==> src/sv/tsr_pkg.sv <==
// Shared types and constants for the typed stack with rotate.
// Holds field widths, action, status and tag codes, and controller/datapath structs.
// No dependencies.
package tsr_pkg;

   localparam int ACTION_W = 3;
   localparam int VALUE_W  = 64;
   localparam int KIND_W   = 3;
   localparam int STATUS_W = 3;
   localparam int DEPTH_W  = 10;
   // Stored entry: cleanup mark, type tag, value.
   localparam int ENTRY_W  = VALUE_W + KIND_W + 1;

   localparam logic [ACTION_W-1:0] ACT_PUSH   = 3'd0;
   localparam logic [ACTION_W-1:0] ACT_POP    = 3'd1;
   localparam logic [ACTION_W-1:0] ACT_PEEK   = 3'd2;
   localparam logic [ACTION_W-1:0] ACT_READ   = 3'd3;
   localparam logic [ACTION_W-1:0] ACT_ROTATE = 3'd4;
   localparam logic [ACTION_W-1:0] ACT_HEIGHT = 3'd5;

   localparam logic [STATUS_W-1:0] STAT_OK      = 3'd0;
   localparam logic [STATUS_W-1:0] STAT_EMPTY   = 3'd1;
   localparam logic [STATUS_W-1:0] STAT_FULL    = 3'd2;
   localparam logic [STATUS_W-1:0] STAT_SHALLOW = 3'd3;
   localparam logic [STATUS_W-1:0] STAT_WRONG   = 3'd4;
   localparam logic [STATUS_W-1:0] STAT_BADTYPE = 3'd5;

   localparam logic [KIND_W-1:0] KIND_ANY  = 3'd0;
   localparam logic [KIND_W-1:0] KIND_CORO = 3'd7;

   typedef struct packed {
      logic [ACTION_W-1:0]       action;
      logic [VALUE_W-1:0]        push_value;
      logic [KIND_W-1:0]         entry_kind;
      logic                      cleanup_flag;
      logic signed [DEPTH_W-1:0] depth_or_count;
   } req_payload_type;

   // Commands from the controller to the datapath.
   typedef struct packed {
      logic load_req;
      logic exec_done;
      logic read_issue;
      logic read_done;
      logic rot_start;
      logic rot_hold;
      logic rot_move;
      logic rot_last;
   } dp_cmd_type;

   // Status from the datapath to the controller.
   typedef struct packed {
      logic [ACTION_W-1:0] action;
      logic                exec_error;
      logic                rot_trivial;
      logic                rot_more;
      logic                rsp_free;
   } dp_stat_type;

endpackage

==> src/sv/tsr_ctrl.sv <==
// Controller state machine of the typed stack: sequences decode, memory reads,
// rotate walk and response loading. Depends on tsr_pkg.
module tsr_ctrl (
   input  logic                 clock,
   input  logic                 reset,
   input  logic                 req_valid,
   output logic                 req_ready,
   input  tsr_pkg::dp_stat_type stat,
   output tsr_pkg::dp_cmd_type  cmd
);
   import tsr_pkg::*;

   localparam logic [2:0] S_IDLE   = 3'd0;
   localparam logic [2:0] S_EXEC   = 3'd1;
   localparam logic [2:0] S_RDWAIT = 3'd2;
   localparam logic [2:0] S_RHOLD  = 3'd3;
   localparam logic [2:0] S_RMOVE  = 3'd4;
   localparam logic [2:0] S_RLAST  = 3'd5;

   logic [2:0] state_ff;
   logic [2:0] state_in;

   always_comb begin
      state_in  = state_ff;
      cmd       = '0;
      req_ready = 1'b0;
      case (state_ff)
         S_IDLE: begin
            req_ready = 1'b1;
            if (req_valid) begin
               cmd.load_req = 1'b1;
               state_in     = S_EXEC;
            end
         end
         S_EXEC: begin
            if (!stat.exec_error && (stat.action inside {ACT_POP, ACT_PEEK, ACT_READ})) begin
               cmd.read_issue = 1'b1;
               state_in       = S_RDWAIT;
            end else if (!stat.exec_error && stat.action == ACT_ROTATE &&
                         !stat.rot_trivial) begin
               cmd.rot_start = 1'b1;
               state_in      = S_RHOLD;
            end else if (stat.rsp_free) begin
               cmd.exec_done = 1'b1;
               state_in      = S_IDLE;
            end
         end
         S_RDWAIT: begin
            if (stat.rsp_free) begin
               cmd.read_done = 1'b1;
               state_in      = S_IDLE;
            end
         end
         S_RHOLD: begin
            cmd.rot_hold = 1'b1;
            state_in     = S_RMOVE;
         end
         S_RMOVE: begin
            cmd.rot_move = 1'b1;
            if (!stat.rot_more) begin
               state_in = S_RLAST;
            end
         end
         S_RLAST: begin
            if (stat.rsp_free) begin
               cmd.rot_last = 1'b1;
               state_in     = S_IDLE;
            end
         end
         default: begin
            state_in = S_IDLE;
         end
      endcase
   end

   always_ff @(posedge clock) begin
      if (reset) begin
         state_ff <= S_IDLE;
      end else begin
         state_ff <= state_in;
      end
   end

endmodule

==> config.mk <==
export PLATFORM = sky130hd
export DESIGN_NAME = tsr_ctrl
export DESIGN_NICKNAME = d
export VERILOG_FILES = /design/src/sv/tsr_pkg.sv /design/src/sv/tsr_ctrl.sv
export SDC_FILE = /design/constraint.sdc
export NUM_CORES = 1
export LEC_CHECK = 0
export BUFFER_PORTS_ARGS = -buffer_cell sky130_fd_sc_hd__buf_2
export CELL_PAD_IN_SITES_DETAIL_PLACEMENT = 1
export CELL_PAD_IN_SITES_GLOBAL_PLACEMENT = 1
export CORE_AREA = 2 2 39 41
export DETAILED_ROUTE_END_ITERATION = 6
export DIE_AREA = 0 0 41 43
export PLACE_DENSITY_LB_ADDON = 0.05
export SLEW_MARGIN = 20
export SYNTH_ARGS = -nofsm -noshare
export SYNTH_HDL_FRONTEND = slang
export SYNTH_SLANG_ARGS = --single-unit
export TNS_END_PERCENT = 30
==> constraint.sdc <==
create_clock -name clock -period 3.95 [get_ports clock]
set_input_delay 0.79 -clock clock [delete_from_list [all_inputs] [get_ports clock]]
set_output_delay 0.79 -clock clock [all_outputs]
set_load 0.005 [all_outputs]
==> results of run 1 <==
## cells in the mapped netlist
library cell and instances:
nor3_1 4, dfxtp_1 3, nand2b_1 3, nor2_1 3, nor4_1 3, clkbuf_1 2, nand2_1 2, a2111oi_4 1
a21oi_1 1, a311o_1 1, a31oi_1 1, and2_1 1, and3b_1 1, buf_2 1, inv_1 1, nor3b_1 1
nor4_2 1, nor4b_1 1, o21a_1 1, o21bai_1 1, o22ai_1 1, o311a_1 1, or4b_4 1
## cell families (layout without fill, tap and decap cells)
| family | count (synthesis) | in the layout | share of synthesized area [%] |
|---|---|---|---|
| AND/OR/NAND/NOR | 21 | 21 | 46.1 |
| AO/OA/AOI/OAI | 8 | 8 | 27.6 |
| buffers and inverters | 4 | 23 | 5.60 |
| flip-flops | 3 | 3 | 20.7 |
## worst max-delay path by stage
stage,start,to,slack [ps],cells past startpoint
detailed placement,stat[5],cmd[6],1300,5
global placement,stat[5],cmd[6],1330,5
CTS,stat[5],cmd[6],1300,5
finish,stat[5],cmd[6],1300,5
global route,stat[5],cmd[6],1250,5
floorplan,stat[5],cmd[3],1580,2
## routing by layer
| metal | vias up | GRT usage, % | wire length (um) |
|---|---|---|---|
| li1 | 176 | - | - |
| met1 | 167 | 15.4 | 387 |
| met2 | 11 | 17.2 | 470 |
| met3 | 0 | 3.66 | 65 |
| met4 | 0 | 10.0 | 0 |
| met5 | - | 0 | 0 |
## power breakdown
part	internal, uW	switching [uW]	total (uW)
Sequential	31.9	4.05	36.0
Combinational	12.9	13.5	26.4
Clock	37.7	14.4	52.1
Total	82.6	31.9	114
## metrics by stage
step / area (sq um) / setup WS, ps
after floorplan: 290 / 1580
after global placement: 388 / 1330
after detailed placement: 388 / 1300
after CTS: 414 / 1300
after global routing: 414 / 1250
final: 414 / 1300
## area by class of cell
| type | count | area (sq um) | area share [%] |
|---|---|---|---|
| Multi-Input combinational cell | 29 | 214 | 51.7 |
| Timing Repair Buffer | 18 | 90.1 | 21.8 |
| Sequential cell | 3 | 60.1 | 14.5 |
| Clock buffer | 4 | 26.3 | 6.34 |
| Tap cell | 16 | 20.0 | 4.83 |
| Inverter | 1 | 3.75 | 0.906 |
==> impl_metrics.env, run 1 <==
export IMPL_maxCapViolCount=0
export IMPL_wl_per_cell_um=13.0
export IMPL_cts_resized=0
export IMPL_antenna_cells=0
export IMPL_syn_area_sq_um=290
export IMPL_finalCriticalPeriod_ps=2650
export IMPL_grt_first_pass_wirelength_mm=1.46
export IMPL_first_iter_violations=4
export IMPL_ant_nets=0
export IMPL_num_rows=14
export IMPL_worst_setup_path_type="primary input to output pin"
export IMPL_min_path_cells=1
export IMPL_cts_inserted_buffers=3
export IMPL_yosys_top_cells_area="dfxtp_1 (21%), a2111oi_4 (9.5%), nor3_1 (6.9%), nand2b_1 (6.5%), nor4_1 (6.5%)"
export IMPL_first_pass_iters=4
export IMPL_core_area_sq_um=1380
export IMPL_route_vias_total=354
export IMPL_postCtsSetupBuffers=0
export IMPL_hp_class="flip-flop to flip-flop"
export IMPL_path_common_cell="buf_2"
export IMPL_routed_wl_um=923
export IMPL_syn_nets=46
export IMPL_syn_inst=36
export IMPL_utilization_pct=29.9
export IMPL_power_density_nw_per_um2=276
export IMPL_grt_ovfl_total=0
export IMPL_cts_tree="built"
export IMPL_fillers=175
export IMPL_worstHoldEndpoint="state_ff[0]"
export IMPL_synth_distinct_cells=23
export IMPL_hp_start="state_ff[1]"
export IMPL_worstPathCellList="buf_2 -> o21bai_1 -> a21oi_1 -> nor4b_1 -> buf_2"
export IMPL_r2r_start="state_ff[1]"
export IMPL_max_vdd_ir_drop_v=0.000145
export IMPL_crit_path_end_kind="output pin"
export IMPL_layout_common_cells="buf_2 (18), nor3_1 (4)"
export IMPL_post_place_cells=67
export IMPL_grt_pass1_vias=342
export IMPL_slew_headroom_pct=69.8
export IMPL_die_area_sq_um=1760
export IMPL_synth_avg_cell_area_sq_um=8.06
export IMPL_die_w_um=41
export IMPL_drive_above_1_share_pct=43.6
export IMPL_tns_ps=0
export IMPL_setup_violations=0
export IMPL_cts_root_buf="clkbuf_4"
export IMPL_die_y_um=43
export IMPL_crit_required_ps=3160
export IMPL_largest_register="state_ff"
export IMPL_finalNetCount=66
export IMPL_cts_sinks=3
export IMPL_power_uw=114
export IMPL_fin_crit_sh_pct=67.1
export IMPL_cp_num_buf_inv=2
export IMPL_worst_path_max_delay_cell="o21bai_1"
export IMPL_final_common_cell="buf_2"
export IMPL_synthToLayoutAreaGrowth_pct=42.7
export IMPL_reg_top3="state_ff: 3 flops"
export IMPL_slowest_delay_ps=370
export IMPL_ys_warnings_count=0
export IMPL_p_leak_uw=0.000174
export IMPL_maxSlewViolCount=0
export IMPL_finClkSkew_ps=0.155
export IMPL_crit_family="compound AO/OA/AOI/OAI gates"
export IMPL_reg2reg_to="state_ff[0]"
export IMPL_start_util_pct=21.0
export IMPL_hold_buffers=0
export IMPL_cts_buffer_depth=2
export IMPL_clk_latency_ps=230
export IMPL_io_pins=19
export IMPL_grt_start_max_net_pins=13
export IMPL_synth_area_leader_cell="dfxtp_1"
export IMPL_outcome="finished, final reports clean"
export IMPL_fmax_ghz=0.377
export IMPL_worst_pin_slew_ps=452
export IMPL_grt_usage_pct=12.5
export IMPL_critPathArrivalTime_ps=1860
export IMPL_route_detailed_drc=0
export IMPL_clk_pin_slew_ps=30
export IMPL_finalHoldViolCount=0
export IMPL_rsz0062_at_grt="no"
export IMPL_gp_routability_congestion=0.613
export IMPL_rrSetupSlack_ps=2580
export IMPL_yosysTopAreaCellShare_pct=20.7
export IMPL_ys_seq_area_share_pct=20.7
export IMPL_port_buffers=18
export IMPL_antenna_found_initial=0
export IMPL_via_per_inst=4.99
export IMPL_critPathLaunchType="primary input"
export IMPL_cp_max_fo=4
export IMPL_holdWs_ps=744
export IMPL_hpwlAfterDp_um=765
export IMPL_largest_register_ffs=3
export IMPL_finalNonFillerCells=71
export IMPL_worst_r2r_path_depth=3
export IMPL_synth_seq_cells=3
export IMPL_htreeDepth=1
Note: power is estimated with default switching activity, not from simulation.
==> inputs of run 2 (changes only) <==
ABC_AREA = 1   (was unset)
clock period = 2.75 ns   (was 3.95 ns; I/O delays follow)
==> run 2 against run 1 <==
  * Clock skew rose by 2.6 ps
  * Power rose by 48%
  * Sequential power grew 38%
  * Final area is 1.8% lower
  * Critical path type unchanged
  * Die area is the same
  * Core utilization is 0.54 points lower
  * Clock power increased by 52%
  * Wire length decreased by 17%
  * Non-clock buffer count stayed put
  * Area after synthesis shrank 6.9%
  * Via count is 5.4% higher
==> impl_metrics.env, run 2 <==
export IMPL_outcome="finished, final reports clean"
export IMPL_first_iter_violations=5
export IMPL_worst_pin_slew_ps=245
export IMPL_gp_routability_congestion=0.574
export IMPL_async_flop_share_pct=0
export IMPL_setup_violations=0
export IMPL_synth_area_leader_cell="dfxtp_1"
export IMPL_cp_num_buf_inv=2
export IMPL_slew_headroom_pct=83.7
export IMPL_die_y_um=43
export IMPL_finalCriticalPeriod_ps=1770
export IMPL_crit_required_ps=2200
export IMPL_fmax_ghz=0.565
export IMPL_hp_class="primary input to flip-flop"
export IMPL_grt_first_pass_wirelength_mm=1.38
export IMPL_grt_pass1_vias=352
export IMPL_synth_seq_cells=3
export IMPL_layout_common_cells="buf_2 (18), nor2_1 (10), nand2_1 (9)"
export IMPL_grt_start_max_net_pins=8
export IMPL_cts_resized=0
export IMPL_critPathArrivalTime_ps=1220
export IMPL_largest_register="state_ff"
export IMPL_wl_per_cell_um=8.86
export IMPL_die_w_um=41
export IMPL_p_leak_uw=0.000246
export IMPL_critPathLaunchType="primary input"
export IMPL_finalNetCount=81
export IMPL_hold_buffers=0
export IMPL_synth_avg_cell_area_sq_um=5.63
export IMPL_clk_latency_ps=240
export IMPL_via_per_inst=4.34
export IMPL_maxSlewViolCount=0
export IMPL_syn_area_sq_um=270
export IMPL_htreeDepth=1
export IMPL_finClkSkew_ps=2.79
export IMPL_clk_pin_slew_ps=40
export IMPL_worst_setup_path_type="primary input to output pin"
export IMPL_cp_max_fo=2
export IMPL_yosysMostFrequentCell="nor2_1"
export IMPL_ys_seq_area_share_pct=22.2
export IMPL_drive_above_1_share_pct=44.3
export IMPL_port_buffers=18
export IMPL_ys_warnings_count=0
export IMPL_route_vias_total=373
export IMPL_fin_ws_ps=980
export IMPL_largest_register_ffs=3
export IMPL_cts_inserted_buffers=3
export IMPL_tns_ps=0
export IMPL_start_util_pct=19.5
export IMPL_postCtsSetupBuffers=0
export IMPL_synth_distinct_cells=14
export IMPL_antenna_found_initial=0
export IMPL_max_vdd_ir_drop_v=0.000186
export IMPL_place_ws_ps=967
export IMPL_fin_crit_sh_pct=64.4
export IMPL_dominantRegCellSynth="dfxtp_1"
export IMPL_crit_family="simple AND/OR/NAND/NOR gates"
export IMPL_synth_common_cells="nor2_1 (10), nand2_1 (9), inv_1 (6)"
export IMPL_yosys_top_cells_area="dfxtp_1 (22%), nor2_1 (14%), nand2_1 (13%), inv_1 (8.3%), nand3_2 (7.4%)"
export IMPL_final_common_cell="buf_2"
export IMPL_synthToLayoutAreaGrowth_pct=50.5
export IMPL_ant_nets=0
export IMPL_cts_root_buf="clkbuf_4"
export IMPL_yosysTopAreaCellShare_pct=22.2
export IMPL_hpwlAfterDp_um=649
export IMPL_antenna_cells=0
export IMPL_holdWs_ps=504
export IMPL_die_area_sq_um=1760
export IMPL_num_rows=14
export IMPL_first_pass_iters=4
export IMPL_r2r_start="state_ff[2]"
export IMPL_cts_tree="built"
export IMPL_syn_nets=58
export IMPL_worst_path_max_delay_cell="nor2_1"
export IMPL_rsz0062_at_grt="no"
export IMPL_reg_top3="state_ff: 3 flops"
export IMPL_synth_edff_count=0
export IMPL_maxCapViolCount=0
export IMPL_routed_wl_um=762
export IMPL_crit_path_end_kind="output pin"
export IMPL_core_area_sq_um=1380
export IMPL_path_common_cell="nor2_1"
export IMPL_syn_inst=48
export IMPL_power_density_nw_per_um2=417
export IMPL_grt_usage_pct=11.6
export IMPL_worstPathCellList="buf_2 -> nor2_1 -> nor2_1 -> nor2_1 -> nand2_1 -> nor2_1 -> buf_2"
export IMPL_io_pins=19
export IMPL_slowest_delay_ps=130
export IMPL_cts_sinks=3
export IMPL_finalHoldViolCount=0
export IMPL_route_detailed_drc=0
export IMPL_hp_start="reset"
export IMPL_cp_startpoint="stat[5]"
export IMPL_grt_ovfl_total=0
export IMPL_cts_buffer_depth=2
## run 2: changes by cell type in the layout (fill, tap and decap cells not counted), sizes merged, moves of 2 or more
cell / previous run / this run
inv: 1 / 11
a21oi: 1 / 3
nor4: 4 / 2
nand2b: 3 / 0
nor2: 3 / 10
nor3: 4 / 1
nand2: 2 / 11
nand3: 0 / 5
## run 2: cells by family after synthesis
family,share of synthesized area (%)
AND/OR/NAND/NOR,52.8
flip-flops,22.2
buffers and inverters,15.3
AO/OA/AOI/OAI,9.72
## run 2: layer usage
metal  wire [um]  track usage, %  up-vias
met3          66            7.85        0
met5           0               0        -
met4           0            2.00        0
li1            -               -      196
met1         342            13.4      164
met2         354            17.5       13
## run 2: area by class of cell
class	instances	area, sq um
inverters	11	41.3
repair buffers	18	90.1
multi-input cells	34	169
well taps	16	20.0
clock buffers	4	26.3
flip-flops and latches	3	60.1
fillers	201	977
## run 2: stage by stage
stage                     power (uW)  instance area, sq um  cells  utilization [%]
after CTS                        175                   407     86             29.4
after detailed placement        92.1                   380     82             27.5
final                            170                   407     86             29.4
after global routing             189                   407     86             29.4
after global placement          92.6                   380     82             27.5
after floorplan                 75.1                   270     48                -
## run 2: path summary, 6_finish.rpt
kind / slack [ps] / endpoint / cells past startpoint
setup / recovery: 980 / cmd[6] / 7
setup reg to reg: 1720 / state_ff[1] / 7
hold / removal: 500 / state_ff[2] / 2
hold reg to reg: 580 / state_ff[2] / 2
## run 2: report_power, final
part           leakage, uW  internal (uW)  switching [uW]
Clock            0.0000150           54.5            24.8
Combinational     0.000207           17.8            23.0
Sequential       0.0000245           46.1            3.58
## run 2: worst register-to-register path, cell delays in order (launching register included)
cell     delay, ps
dfxtp_1        450
inv_2          100
nand3_2         90
inv_1           40
nand2_1         60
nand2_1         50
nor2_1          80
nor2_1          40
==> inputs of run 3 (changes only) <==
clock period = 1.8 ns   (was 2.75 ns; I/O delays follow)
==> run 3 against run 2 <==
  * Combinational power increased by 53%
  * Hold slack got worse by 180 ps
  * Final area unchanged
  * Flip-flop and latch count unchanged
  * Cell count unchanged
  * Sequential power increased by 52%
  * First-iteration DRC count increased by 20%
  * Die area unchanged
  * Sequential share of layout area unchanged
  * Clock power increased by 48%
  * Critical path depth decreased by 1
==> impl_metrics.env, run 3 (same netlist as run 2, synthesis figures left out) <==
export IMPL_grt_usage_pct=10.4
export IMPL_outcome="finished, final reports clean"
export IMPL_layout_common_cells="buf_2 (18), nor2_1 (10), nand2_1 (9)"
export IMPL_r2r_start="state_ff[2]"
export IMPL_postCtsSetupBuffers=0
export IMPL_cts_tree="built"
export IMPL_rrSetupSlack_ps=770
export IMPL_io_pins=19
export IMPL_die_w_um=41
export IMPL_grt_start_max_net_pins=8
export IMPL_finalNonFillerCells=86
export IMPL_port_buffers=18
export IMPL_maxSlewViolCount=0
export IMPL_critPathLaunchType="flip-flop"
export IMPL_internal_power_uw=181
export IMPL_clk_latency_ps=230
export IMPL_cp_startpoint="state_ff[2]"
export IMPL_fmax_ghz=0.638
export IMPL_crit_family="simple AND/OR/NAND/NOR gates"
export IMPL_busiest_layer="met2"
export IMPL_crit_path_end_kind="output pin"
export IMPL_wl_per_cell_um=8.43
export IMPL_fin_ws_ps=232
export IMPL_antenna_found_initial=0
export IMPL_cts_buffer_depth=2
export IMPL_synthToLayoutAreaGrowth_pct=50.5
export IMPL_num_rows=14
export IMPL_hpwlAfterDp_um=627
export IMPL_clock_power_share_pct=45.9
export IMPL_maxCapViolCount=0
export IMPL_use_met1_pct=13.8
export IMPL_finalNetCount=81
export IMPL_cts_root_buf="clkbuf_4"
export IMPL_power_density_nw_per_um2=627
export IMPL_hold_buffers=0
export IMPL_first_pass_iters=2
export IMPL_post_place_cells=82
export IMPL_htreeDepth=1
export IMPL_route_detailed_drc=0
export IMPL_antenna_cells=0
export IMPL_die_y_um=43
export IMPL_netSwitchingFraction_pct=29.1
export IMPL_worst_setup_path_type="flip-flop to output pin"
export IMPL_grt_first_pass_wirelength_mm=1.25
export IMPL_slowest_delay_ps=370
export IMPL_gp_routability_congestion=0.603
export IMPL_hp_class="primary input to flip-flop"
export IMPL_place_ws_ps=400
export IMPL_route_vias_total=363
export IMPL_grt_ovfl_total=0
export IMPL_power_switching_uw=74.2
export IMPL_crit_required_ps=1440
export IMPL_via_per_inst=4.22
export IMPL_use_met2_pct=14.4
export IMPL_ant_nets=0
export IMPL_rsz0062_at_grt="no"
export IMPL_largest_register_ffs=3
export IMPL_routed_wl_um=725
export IMPL_tns_ps=0
export IMPL_final_common_cell="buf_2"
export IMPL_largest_register="state_ff"
export IMPL_start_util_pct=19.5
export IMPL_worst_path_stages=6
export IMPL_setup_violations=0
export IMPL_clk_pin_slew_ps=40
export IMPL_cts_resized=0
export IMPL_finalCriticalPeriod_ps=1570
export IMPL_grt_pass1_vias=316
export IMPL_worstPathCellList="inv_2 -> nand3_2 -> nor2_1 -> nand2_1 -> nor2_1 -> buf_2"
export IMPL_max_vdd_ir_drop_v=0.000296
export IMPL_finalHoldViolCount=0
export IMPL_drive_above_1_share_pct=44.3
export IMPL_path_common_cell="nor2_1"
export IMPL_reg2reg_to="state_ff[1]"
export IMPL_worst_r2r_path_depth=7
export IMPL_slew_headroom_pct=83.5
export IMPL_fin_crit_sh_pct=87.1
export IMPL_finClkSkew_ps=1.09
export IMPL_reg_top3="state_ff: 3 flops"
export IMPL_first_iter_violations=6
export IMPL_pwr_share_comb_pct=24.4
export IMPL_critPathArrivalTime_ps=1210
export IMPL_cp_num_buf_inv=2
export IMPL_cts_sinks=3
export IMPL_cp_max_fo=7
export IMPL_p_leak_uw=0.000246
export IMPL_cp_endpoint="cmd[6]"
export IMPL_die_area_sq_um=1760
export IMPL_worst_path_max_delay_cell="dfxtp_1"
export IMPL_worst_pin_slew_ps=248
export IMPL_power_frac_seq_pct=29.7
export IMPL_met3_usage_pct=6.28
export IMPL_cts_inserted_buffers=3
export IMPL_core_area_sq_um=1380
[run 3: cell counts in the layout (fill, tap and decap cells not counted)]
No cell type changed its count.
[run 3: stage by stage]
stage                     utilization, %  instance area, sq um  total power, uW  hold WS, ps
after detailed placement            27.5                   380              140          568
after CTS                           29.4                   407              263          323
final                               29.4                   407              255          322
after global routing                29.4                   407              281          321
after floorplan                        -                   270              115          429
after global placement              27.5                   380              142          557
[run 3: layer usage]
metal	part of all wire, %	vias up
met4	0	0
met3	7.0	0
li1	-	194
met1	48	157
met2	45	12
met5	0	-
[run 3: final cells by class]
| class | count | area [sq um] |
|---|---|---|
| fillers | 191 | 977 |
| multi-input cells | 34 | 169 |
| repair buffers | 18 | 90.1 |
| flip-flops and latches | 3 | 60.1 |
| inverters | 11 | 41.3 |
| clock buffers | 4 | 26.3 |
| well taps | 16 | 20.0 |
[run 3: worst register-to-register path: cells and delay by family, from the launching register on]
kind | cells | cell delay [ps]
AND/OR/NAND/NOR | 5 | 330
buffers and inverters | 2 | 150
flip-flops | 1 | 450
[run 3: worst min-delay path by stage]
stage / slack (ps) / depth (start not counted) / to / from
3_3_place_gp: 560 / 2 / state_ff[2] / reset
6_report: 320 / 2 / state_ff[2] / reset
2_1_floorplan: 430 / 1 / state_ff[2] / reset
5_1_grt: 320 / 2 / state_ff[2] / reset
4_1_cts: 320 / 2 / state_ff[2] / reset
3_5_place_dp: 570 / 2 / state_ff[2] / reset
[run 3: power by group through the flow]
stage	Clock, uW	Sequential (uW)	Combinational [uW]
final	117	75.7	62.2
after global placement	0	77.5	64.5
after CTS	123	75.8	63.6
after global routing	133	77.0	70.8
after detailed placement	0	76.9	63.4
after floorplan	0	75.7	39.1
